[config.mk]
export PLATFORM = sky130hd
export DESIGN_NAME = rop_seq
export DESIGN_NICKNAME = d
export VERILOG_FILES = /design/src/design/rop_pkg.sv /design/src/design/rop_seq.sv
export SDC_FILE = /design/constraint.sdc
export NUM_CORES = 1
export LEC_CHECK = 0
export BUFFER_PORTS_ARGS = -buffer_cell sky130_fd_sc_hd__buf_2
export CORE_AREA = 10 10 47 49
export DETAILED_ROUTE_END_ITERATION = 6
export DIE_AREA = 0 0 57 59
export PLACE_DENSITY_LB_ADDON = 0.05
export SYNTH_ARGS = -nofsm -noshare
export SYNTH_HDL_FRONTEND = slang
export SYNTH_SLANG_ARGS = --single-unit
[constraint.sdc]
create_clock -name clk -period 6.5 [get_ports clk]
set_input_delay 0 -clock clk [delete_from_list [all_inputs] [get_ports clk]]
set_output_delay 0 -clock clk [all_outputs]
set_load 0.02 [all_outputs]
[src/design/rop_pkg.sv]
`timescale 1ns / 1ps
`default_nettype none

package rop_pkg;

    // Command codes of an input request.
    localparam logic CMD_DRAW = 1'b0;
    localparam logic CMD_READ = 1'b1;

    // Pixel update values.
    localparam logic [7:0] ACC_STEP  = 8'd63;
    localparam logic [7:0] SET_VALUE = 8'd127;

    // Edge order of one rectangle.
    localparam logic [1:0] EDGE_LEFT   = 2'd0;
    localparam logic [1:0] EDGE_TOP    = 2'd1;
    localparam logic [1:0] EDGE_BOTTOM = 2'd2;
    localparam logic [1:0] EDGE_RIGHT  = 2'd3;

    // Microprogram addresses.
    localparam int PC_W = 4;
    localparam logic [PC_W-1:0] STEP_CLR      = 4'd0;
    localparam logic [PC_W-1:0] STEP_IDLE     = 4'd1;
    localparam logic [PC_W-1:0] STEP_DISPATCH = 4'd2;
    localparam logic [PC_W-1:0] STEP_FINITE   = 4'd3;
    localparam logic [PC_W-1:0] STEP_SETUP    = 4'd4;
    localparam logic [PC_W-1:0] STEP_SKIP     = 4'd5;
    localparam logic [PC_W-1:0] STEP_MREAD    = 4'd6;
    localparam logic [PC_W-1:0] STEP_MWRITE   = 4'd7;
    localparam logic [PC_W-1:0] STEP_NEXT     = 4'd8;
    localparam logic [PC_W-1:0] STEP_FIN      = 4'd9;
    localparam logic [PC_W-1:0] STEP_RD       = 4'd10;
    localparam logic [PC_W-1:0] STEP_RD_EMIT  = 4'd11;

    // Jump conditions.
    localparam int COND_W = 4;
    localparam logic [COND_W-1:0] COND_NEVER      = 4'd0;
    localparam logic [COND_W-1:0] COND_ALWAYS     = 4'd1;
    localparam logic [COND_W-1:0] COND_CLR_DONE   = 4'd2;
    localparam logic [COND_W-1:0] COND_REQ        = 4'd3;
    localparam logic [COND_W-1:0] COND_IS_READ    = 4'd4;
    localparam logic [COND_W-1:0] COND_NOT_FINITE = 4'd5;
    localparam logic [COND_W-1:0] COND_EDGE_SKIP  = 4'd6;
    localparam logic [COND_W-1:0] COND_CUR_MORE   = 4'd7;
    localparam logic [COND_W-1:0] COND_EDGE_MORE  = 4'd8;
    localparam logic [COND_W-1:0] COND_OUT_FREE   = 4'd9;

    typedef struct packed {
        logic              cmd;
        logic signed [7:0] x_first;
        logic signed [7:0] y_first;
        logic signed [7:0] x_second;
        logic signed [7:0] y_second;
        logic              coords_finite;
        logic              last_box;
        logic [5:0]        read_x;
        logic [5:0]        read_y;
    } rop_in_t;

    typedef struct packed {
        logic [7:0]  pixel_value;
        logic [31:0] edge_count;
        logic        batch_done;
    } rop_out_t;

    // Datapath strobes of one microinstruction.
    typedef struct packed {
        logic clr_wr;
        logic take;
        logic edge_clr;
        logic setup;
        logic mem_rd;
        logic mem_wr;
        logic cur_inc;
        logic edge_inc;
        logic pix_rd;
        logic emit;
    } rop_ctrl_t;

    typedef struct packed {
        rop_ctrl_t         ctrl;
        logic [COND_W-1:0] cond;
        logic              stay;
        logic [PC_W-1:0]   target;
    } rop_uword_t;

    // Status flags returned by the datapath.
    typedef struct packed {
        logic clr_done;
        logic is_read;
        logic not_finite;
        logic edge_skip;
        logic cur_more;
        logic edge_more;
    } rop_flags_t;

    // Control store. A true condition jumps to target; otherwise the step
    // either holds (stay) or falls through to the next address.
    function automatic rop_uword_t rop_urom(input logic [PC_W-1:0] pc);
        rop_uword_t w;
        w = '0;
        case (pc)
            STEP_CLR:
            begin
                w.ctrl.clr_wr = 1'b1;
                w.cond        = COND_CLR_DONE;
                w.target      = STEP_IDLE;
                w.stay        = 1'b1;
            end
            STEP_IDLE:
            begin
                w.ctrl.take = 1'b1;
                w.cond      = COND_REQ;
                w.target    = STEP_DISPATCH;
                w.stay      = 1'b1;
            end
            STEP_DISPATCH:
            begin
                w.cond   = COND_IS_READ;
                w.target = STEP_RD;
            end
            STEP_FINITE:
            begin
                w.ctrl.edge_clr = 1'b1;
                w.cond          = COND_NOT_FINITE;
                w.target        = STEP_FIN;
            end
            STEP_SETUP:
            begin
                w.ctrl.setup = 1'b1;
                w.cond       = COND_NEVER;
            end
            STEP_SKIP:
            begin
                w.cond   = COND_EDGE_SKIP;
                w.target = STEP_NEXT;
            end
            STEP_MREAD:
            begin
                w.ctrl.mem_rd = 1'b1;
                w.cond        = COND_NEVER;
            end
            STEP_MWRITE:
            begin
                w.ctrl.mem_wr  = 1'b1;
                w.ctrl.cur_inc = 1'b1;
                w.cond         = COND_CUR_MORE;
                w.target       = STEP_MREAD;
            end
            STEP_NEXT:
            begin
                w.ctrl.edge_inc = 1'b1;
                w.cond          = COND_EDGE_MORE;
                w.target        = STEP_SETUP;
            end
            STEP_FIN:
            begin
                w.ctrl.emit = 1'b1;
                w.cond      = COND_OUT_FREE;
                w.target    = STEP_IDLE;
                w.stay      = 1'b1;
            end
            STEP_RD:
            begin
                w.ctrl.pix_rd = 1'b1;
                w.cond        = COND_NEVER;
            end
            STEP_RD_EMIT:
            begin
                w.ctrl.emit = 1'b1;
                w.cond      = COND_OUT_FREE;
                w.target    = STEP_IDLE;
                w.stay      = 1'b1;
            end
            default:
            begin
                w.cond   = COND_ALWAYS;
                w.target = STEP_IDLE;
            end
        endcase
        return w;
    endfunction

endpackage

`default_nettype wire

[src/design/rop_seq.sv]
`timescale 1ns / 1ps
`default_nettype none

module rop_seq (
    input  wire                 clk,
    input  wire                 rst_n,
    input  wire                 in_valid,
    input  wire                 out_free,
    input  rop_pkg::rop_flags_t flags,
    output rop_pkg::rop_ctrl_t  ctrl
);
    import rop_pkg::*;

    logic [PC_W-1:0] pc_reg;
    logic [PC_W-1:0] pc_next;
    rop_uword_t      uword;
    logic            cond_true;

    assign uword = rop_urom(pc_reg);
    assign ctrl  = uword.ctrl;

    always_comb
    begin
        case (uword.cond)
            COND_NEVER:      cond_true = 1'b0;
            COND_ALWAYS:     cond_true = 1'b1;
            COND_CLR_DONE:   cond_true = flags.clr_done;
            COND_REQ:        cond_true = in_valid;
            COND_IS_READ:    cond_true = flags.is_read;
            COND_NOT_FINITE: cond_true = flags.not_finite;
            COND_EDGE_SKIP:  cond_true = flags.edge_skip;
            COND_CUR_MORE:   cond_true = flags.cur_more;
            COND_EDGE_MORE:  cond_true = flags.edge_more;
            COND_OUT_FREE:   cond_true = out_free;
            default:         cond_true = 1'b1;
        endcase
    end

    always_comb
    begin
        if (cond_true)
            pc_next = uword.target;
        else if (uword.stay)
            pc_next = pc_reg;
        else
            pc_next = pc_reg + 1'b1;
    end

    always_ff @(posedge clk or negedge rst_n)
    begin
        if (!rst_n)
            pc_reg <= STEP_CLR;
        else
            pc_reg <= pc_next;
    end

endmodule

`default_nettype wire

# After elaboration in Yosys (flattened, before gate mapping)
# Index checks and enable logic that the tools add are counted.
# totals
reg_bits	4
out_inout_bits	10
# classes
n_addsub	1
eq_ne	20
mux	15
n_reduce_logical	5
# ops
operator	n
4-bit one-hot mux with 9 select lines	1
4-bit by 3-bit equality test with 1-bit output, second input constant	8
4-bit one-hot mux with 7 select lines	1
4-bit equality test, second input constant	6
4-bit by 2-bit equality test with 1-bit output, second input constant	4
1-bit two-way mux	9
1-bit one-hot mux with 9 select lines	1
4-bit zero test	2
4-bit two-way mux	2
4-bit by 1-bit adder with 4-bit output, second input constant	1
4-bit by 1-bit equality test with 1-bit output, second input constant	1
4-bit OR reduction	1
3-bit OR reduction	1
2-bit two-way mux	1
2-bit by 1-bit inequality test with 1-bit output, second input constant	1
2-bit OR reduction	1

# Logic depth before layout (Yosys ltp)
# Gate-level depths: netlist (run 1).
# logic_depth
depth_word	6
mapped_depth	9
depth_no_buf	8

# Worst setup path after synthesis (run 1)
# OpenSTA, ideal clock, no wires.
# synth_timing
kind	register to register
startpoint	reg pc_reg[0]
endpoint	reg pc_reg[0]
setup_ps	125
arrival_time_ps	2339
required_ps	6375
slack_ps	4036
stages_incl_launch_ff	10
path_buffers	1
cell_sequence	dfrtp_1 > inv_1 > ha_1 > buf_4 > or3_1 > o211ai_2 > mux2_4 > o211a_4 > or2_4 > mux2_4
# synth_via
elab_chain_cells	6
# synth_lines
element	line_no	rtl
start: declaration	rop_seq.sv:14	logic [PC_W-1:0] pc_reg;
start signal: assignment	rop_seq.sv:54	pc_reg <= pc_next;
4-bit equality test or 4-bit by 3-bit equality test with 1-bit output (tied branches)	rop_pkg.sv:102	case (pc)
3-bit OR reduction (no source line) or 2-bit OR reduction (tied branches)	--	
4-bit one-hot mux with 9 select lines	rop_pkg.sv:102	
4-bit equality test (tied with other cells)	rop_seq.sv:24	case (uword.cond)
1-bit one-hot mux with 9 select lines	rop_seq.sv:24	
2-bit by 1-bit inequality test with 1-bit output (no source line) or 4-bit two-way mux (tied branches)	--	
# Parallel ways exist; a longest one is shown, timed or not. The select of a mux whose other input is x is not followed.
# A chain may end at the register's enable or synchronous reset.

# Worst setup path in the final report (run 1)
# layout_timing
startpoint	reg pc_reg[1]
endpoint	reg pc_reg[0]
# The elaborated chain is that of the path after synthesis.

==> results of run 1 <==
[cell usage in the layout (no fill, tap or decap), types with 3 or more instances in the layout]
master,n
buf_2,19
a21oi_1,8
nor2_1,7
nand2_1,5
ha_1,4
dfrtp_1,4
inv_2,3
inv_1,3
mux2i_1,3
nand3_1,3
clkbuf_4,3
[critical path, cell delays in order (launching register included)]
cell,delay [ns]
dfrtp_1,0.40
inv_1,0.08
ha_1,0.32
or3_1,0.42
o211ai_2,0.13
mux2_4,0.33
o211a_4,0.25
or2_4,0.27
mux2_4,0.30
[path summary, 6_finish.rpt]
| kind | end | slack (ns) |
|---|---|---|
| setup reg to reg | pc_reg[0] | 3.87 |
| setup / recovery | pc_reg[0] | 3.87 |
| max in group asynchronous | pc_reg[0] | 6.25 |
| hold reg to reg | pc_reg[1] | 0.66 |
| hold / removal | pc_reg[3] | 0.11 |
| min in group clk | pc_reg[3] | 0.23 |
[logic make-up (layout without fill, tap and decap cells)]
logic type	after synthesis	after routing	share of synthesized area
AOI/OAI and AO/OA	28	28	0.342
and+or+nand+nor	25	25	0.200
buffers and inverters	13	29	0.103
muxes	5	5	0.0934
adders and majority gates	4	4	0.0778
DFF	4	4	0.156
xor gates and xnor gates	2	2	0.0272
[power by group through the flow]
stage	Sequential (mW)	Combinational, mW	Clock (mW)
6_report	0.0715	0.399	0.0313
5_1_grt	0.0752	0.437	0.0356
4_1_cts	0.0708	0.397	0.0317
3_5_place_dp	0.0711	0.395	0
3_3_place_gp	0.0730	0.398	0
2_1_floorplan	0.0510	0.355	0
[layer usage]
layer  vias to the layer above  share of wire  routed length (microns)  GRT usage
met5                         -              0                        0          0
met4                         0         0.0058                       10     0.0168
met2                        24           0.50                      855      0.175
met1                       313           0.46                      790      0.114
li1                        333              -                        -          -
met3                         3          0.038                       65     0.0300
[repair_timing]
item / in CTS / in global routing
endpoints found under the setup margin: 0 / 0
hold buffers: 1 / 0
gates resized for setup: 0 / 0
hold endpoints to repair: 4 / 0
[area by class of cell]
type / instances / area, sq um
clock buffers: 3 / 22.5
fillers: 148 / 654
repair buffers: 20 / 105
multi-input cells: 64 / 477
flip-flops and latches: 4 / 100
well taps: 16 / 20.0
inverters: 6 / 22.5
==> run metrics, run 1 <==
P_int=0.247 mW; Pins Over Slew Limit=0; maximum vdd drop=0.327 mV; clock-pin transition on the worst setup and hold timing paths=0.04 ns; Pwr per Cell Area=671 nW/um^2; Pre-antenna DRT Iters=5; Slew headroom=0.568; IO Port Bufs=19; Crit Path Max Fanout=11; hold slack=0.109 ns; vias per cell=5.96; postcts setup bufs=0; leading area contributor after synthesis=dfrtp_1; Overflow after GRT=0; Leak=0.381 nW; crit path from=pc_reg[1]; die area=3360 sq um; CP Launch Type=flip-flop; max-cap violations=0; Worst Reg-to-Reg Cells=8; Most used DFF post-synth=dfrtp_1; Detail Route Antenna Nets=0; Fin. Hold Viols=0; global-route wire length before repair=2860 microns; Synth top area share=0.156; Post-Layout Cell Count=113; Setup CP Type=flip-flop to flip-flop; top-count cell post-synth=a21oi_1; Placeable Area=1400 sq um; YS warnings=0; Synth cell types=39; initial core utilization=0.459; share of cells above drive strength 1=0.330; clock period minus worst slack=2.63 ns; Flop pwr share=0.143; sequential cell area fraction in the yosys report=0.156; Arr. time, crit path=2.73 ns; Area Growth Syn to Fin=16.1%; CTS max path bufs=2; Gate power share=0.795; largest cells by area after synthesis=dfrtp_1 (16%), ha_1 (7.8%), a21oi_1 (6.2%); min-delay worst type=input port to asynchronous set/reset pin; NumNets Final=113; vias in the first global route=624; Max Clock Freq=381 MHz; EDFF count, synth=0; top cells by count, synth=a21oi_1 (8), nor2_1 (7), nand2_1 (5), dfrtp_1 (4), ha_1 (4); TritonCTS clock tree=done; final setup vio count=0; asr flop ratio synth=1.00; Tot Pwr=0.501 mW; largest net degree at the start of global routing=22; Detailed Route Iter0 Violations=23; Clk network pwr share=0.062; DP HPWL=1310 microns; worst reg2reg startpoint=pc_reg[1]; Area after DPL=714 sq um; unrepaired setup endpoints after global routing=no; gpl congestion=0.799; number of inserted diodes=0; Seq cells post-synth=4; Synth Instances=81; Vias=673; clk root buf=clkbuf_4; Net Switching=0.255 mW; status=complete, no violations; DR DRC count=0; max FFs per register=4; total global-route track usage=0.0986; required time of the critical path=6.61 ns; depth of the CTS H-tree=1; die width=57 microns; antenna violations before repair=0; Num Clock Sinks=4; row count=14; Clk Latency, worst-skew pair=0.24 ns; fin area=747 sq um; WL final=1720 microns; Post-Syn Area per Cell=7.94 sq um; DR WL/cell=15.2 microns; Synth Cell Area=643 sq um; setup TNS=0 ns; Tcrit/Tclk final=0.404; dpl cells=109; CTS buffer count=3; Synth Net Count=95; Worst-Margin Slew=0.648 ns; worst setup margin=3.87 ns; die height=59 microns; setup slack at placement=3.89 ns; Sw Share=0.508; Final Skew=0.0135 ns; # IOs=20; Util after Layout=0.533; CP Capture Type=flip-flop
Note: power is estimated with default switching activity, not from simulation.
==> inputs of run 2 (changes only) <==
- CORE_AREA: 10 10 47 49 -> default
- CORE_MARGIN: default -> 10
- CORE_UTILIZATION: default -> 44
- DIE_AREA: 0 0 57 59 -> default
- clock period: 6.5 -> 2.21 ns (I/O delays scaled with it)
==> run metrics, run 2 (synthesized netlist as in run 1, its figures left out) <==
status=finished, violations left; failing checks=negative setup slack; DR DRC count=0; cells along the critical path=inv_2, ha_2, or3_1, o211ai_2, mux2_4, o211a_4, or2_4, mux2_4; unrepaired setup endpoints after global routing=yes; Flop pwr share=0.092; hold slack=0.124 ns; Clk network pwr share=0.050; total global-route track usage=0.116; Setup CP Type=flip-flop to flip-flop; commonest non-fill, non-tap cells in the layout=buf_2 (19), buf_4 (14), a21oi_1 (8); clock-pin transition on the worst setup and hold timing paths=0.04 ns; Area Growth Syn to Fin=38.1%; TritonCTS clock tree=done; wire length on met3=94 microns; Overflow after GRT=0; Sw Share=0.474; slowest stage delay, CP=0.38 ns; met1 WL=834 microns; delay-heaviest family, CP=multiplexers; Final Skew=0.00379 ns; global-route wire length before repair=3260 microns; Gate power share=0.858; Detail Route Antenna Nets=0; DR WL/cell=15.5 microns; Max Clock Freq=433 MHz; # IOs=20; Num Clock Sinks=4; share of cells above drive strength 1=0.473; number of inserted diodes=0; Crit Path Max Fanout=3; vias in the first global route=793; most used cell, CP=mux2_4; Vias=741; setup TNS=-0.123 ns; Pre-antenna DRT Iters=4; Clk Latency, worst-skew pair=0.23 ns; die height=58.2 microns; slowest CP cell=dfrtp_1; most common cell after layout, fill and taps aside=buf_2; maximum vdd drop=1.20 mV; P_int=0.947 mW; met2 routed WL=1010 microns; clock period minus worst slack=2.31 ns; vias per cell=5.83; WL final=1970 microns; Crit path buffers/inverters=1; Pwr per Cell Area=2030 nW/um^2; Net Switching=0.853 mW; initial core utilization=0.482; fillers=118; top sig layer=met4; Slew headroom=0.772; die area=3390 sq um; DP HPWL=1540 microns; final setup vio count=2; NumNets Final=128; max-cap violations=0; required time of the critical path=2.33 ns; Tcrit/Tclk final=1.04; row count=13; CTS max path bufs=2; Leak=0.456 nW; Arr. time, crit path=2.43 ns; max FFs per register=4; worst setup margin=-0.0981 ns; Detailed Route Iter0 Violations=25; CP Launch Type=flip-flop; Worst-Margin Slew=0.342 ns; depth of the CTS H-tree=1; antenna violations before repair=0; CTS buffer count=3; Fin. Hold Viols=0; largest net degree at the start of global routing=12; Pins Over Slew Limit=0; clk root buf=clkbuf_4; IO Port Bufs=19; Placeable Area=1330 sq um; Tot Pwr=1.80 mW; CP Capture Type=flip-flop; gpl congestion=0.793; setup slack at placement=-0.161 ns; r2r setup slk=-0.1 ns; min-delay worst type=input port to asynchronous set/reset pin; die width=58.2 microns
## run 2: cell types whose count changed in the layout (fill, tap and decap cells not counted), sizes merged
cell / previous run / this run
buf: 19 / 34
## run 2: final cells by class
cell class,count,area (sq um),share of cell area
inverters,6,22.5,0.0254
clock buffers,3,22.5,0.0254
multi-input cells,64,503,0.566
repair buffers,35,221,0.249
well taps,15,18.8,0.0211
flip-flops and latches,4,100,0.113
## run 2: stage by stage
stage,cell area [sq um],std cells,utilization
2_1_floorplan,649,81,-
3_3_place_gp,821,122,0.615
3_5_place_dp,821,122,0.615
4_1_cts,873,127,0.655
5_1_grt,888,127,0.666
6_report,888,127,0.666
## run 2: timing repair
item                       4_1_cts  5_1_grt
gates resized for setup          4        3
hold endpoints to repair         4        0
setup endpoints to repair        3        4
buffers inserted                 1        0
pin swaps                        2        0
hold buffers                     1        0
## run 2: worst paths after layout
check	end	startpoint	cells after the start
setup / recovery	pc_reg[0]	pc_reg[0]	8
hold / removal	pc_reg[1]	rst_n	2
setup reg to reg	pc_reg[0]	pc_reg[0]	8
hold reg to reg	pc_reg[1]	pc_reg[1]	3
max in group asynchronous	pc_reg[3]	rst_n	2
min in group clk	pc_reg[3]	flags[0]	5
## run 2: power groups by stage
stage | logic (mW) | registers, mW | clock network (mW)
floorplan | 1.06 | 0.150 | 0
finish | 1.54 | 0.165 | 0.0907
global placement | 1.43 | 0.161 | 0
CTS | 1.49 | 0.163 | 0.0927
detailed placement | 1.45 | 0.164 | 0
global route | 1.68 | 0.171 | 0.0996
## run 2: metal layers
layer / vias up / global-route usage
li1: 361 / -
met1: 352 / 0.128
met2: 24 / 0.202
met3: 4 / 0.0370
met4: 0 / 0.0403
met5: - / 0
==> inputs of run 3 (changes only) <==
--- a/constraint.sdc
+++ b/constraint.sdc
@@ -3,2 +3,2 @@
 set_output_delay 0 -clock clk [all_outputs]
-set_load 0.02 [all_outputs]
+set_load 0.1 [all_outputs]
==> run metrics, run 3 (synthesized netlist as in run 1, its figures left out) <==
status=finished, violations left; failing checks=negative setup slack; vias in the first global route=748; Detailed Route Iter0 Violations=14; Sequential Area=100 sq um; die area=3390 sq um; clk root buf=clkbuf_4; Pre-antenna DRT Iters=4; clock-pin transition on the worst setup and hold timing paths=0.04 ns; number of inserted diodes=0; Setup CP Type=flip-flop to flip-flop; DP HPWL=1510 microns; Area Growth Syn to Fin=36.6%; CTS buffer count=3; gpl congestion=0.786; depth of the CTS H-tree=1; Clk Latency, worst-skew pair=0.24 ns; Num Clock Sinks=4; antenna violations before repair=0; share of cells above drive strength 1=0.495; # IOs=20; max FFs per register=4; IO Port Bufs=19; setup TNS=-0.179 ns; largest net degree at the start of global routing=13; Slew headroom=0.677; min-delay worst type=input port to asynchronous set/reset pin; vias per cell=5.52; unrepaired setup endpoints after global routing=yes; Fin. Hold Viols=0; Crit Path Max Fanout=3; worst setup margin=-0.131 ns; TritonCTS clock tree=done; row count=13; max-cap violations=0; fin area=878 sq um; total global-route track usage=0.120; Overflow after GRT=0; Worst-Margin Slew=0.489 ns; CP Launch Type=flip-flop; DR DRC count=0; global-route wire length before repair=3240 microns; most common cell after layout, fill and taps aside=buf_2; CTS max path bufs=2; Detail Route Antenna Nets=0; Area after DPL=828 sq um; multi-input logic area=504 sq um; fillers=131; Placeable Area=1330 sq um; WL final=1920 microns; initial core utilization=0.482; Vias=696; die height=58.2 microns; Final Skew=0.00778 ns; required time of the critical path=2.34 ns; commonest non-fill, non-tap cells in the layout=buf_2 (19), buf_4 (14), a21oi_1 (7); CP Capture Type=flip-flop; Max Clock Freq=427 MHz; Tcrit/Tclk final=1.06; DR WL/cell=15.2 microns; Pins Over Slew Limit=0; clock period minus worst slack=2.34 ns; final setup vio count=2; Arr. time, crit path=2.47 ns; NumNets Final=127; die width=58.2 microns
-- run 3: cell types whose count changed in the layout (fill, tap and decap cells not counted), sizes merged --
| cell | change |
|---|---|
| buf | -1 |
-- run 3: final timing paths --
path / from / to / slack (ns) / cells past startpoint
hold / removal: rst_n / pc_reg[1] / 0.08 / 2
setup reg to reg: pc_reg[0] / pc_reg[0] / -0.13 / 8
max in group asynchronous: rst_n / pc_reg[3] / 2.00 / 2
min in group clk: flags[0] / pc_reg[3] / 0.32 / 5
setup / recovery: pc_reg[0] / pc_reg[0] / -0.13 / 8
hold reg to reg: pc_reg[1] / pc_reg[1] / 0.75 / 3
-- run 3: worst max-delay path, stage by stage, from the launching register on --
cell and delay [ns]:
dfrtp_1 0.39, inv_2 0.06, ha_1 0.22, or3_4 0.34
o211ai_2 0.10, mux2_4 0.32, o211a_4 0.23, or2_4 0.25
mux2_4 0.30
-- run 3: what timing repair did --
action | in CTS | in global routing
endpoints found under the setup margin | 3 | 3
pin swaps | 3 | 0
endpoints found under the hold margin | 4 | 0
hold buffers | 1 | 0
gates resized for setup | 4 | 2
setup buffers | 0 | 0
-- run 3: final cells by class --
type,instances,area share
inverter,6,0.0256
multi-input combinational,64,0.574
tap,15,0.0214
timing repair buffer,34,0.239
sequential,4,0.114
clock buffer,3,0.0256
-- run 3: through the flow --
step	hold WS [ns]	utilization	worst slack, ns	cells
final	0.0839	0.659	-0.131	126
after global routing	0.107	0.659	-0.184	126
after CTS	0.0799	0.652	-0.110	126
after detailed placement	-0.192	0.621	-0.156	122
after global placement	-0.194	0.621	-0.0931	122
after floorplan	-0.296	-	-0.220	81
-- run 3: routing by layer --
layer / vias to the layer above / global-route usage / part of all wire
met4: 0 / 0.101 / 0.043
met2: 23 / 0.184 / 0.48
met1: 307 / 0.129 / 0.42
met3: 8 / 0.0392 / 0.052
met5: - / 0 / 0
li1: 358 / - / -
Power of run 3 is not shown: default switching activity piles up to over one toggle a cycle in this logic, so the estimate is an artifact.
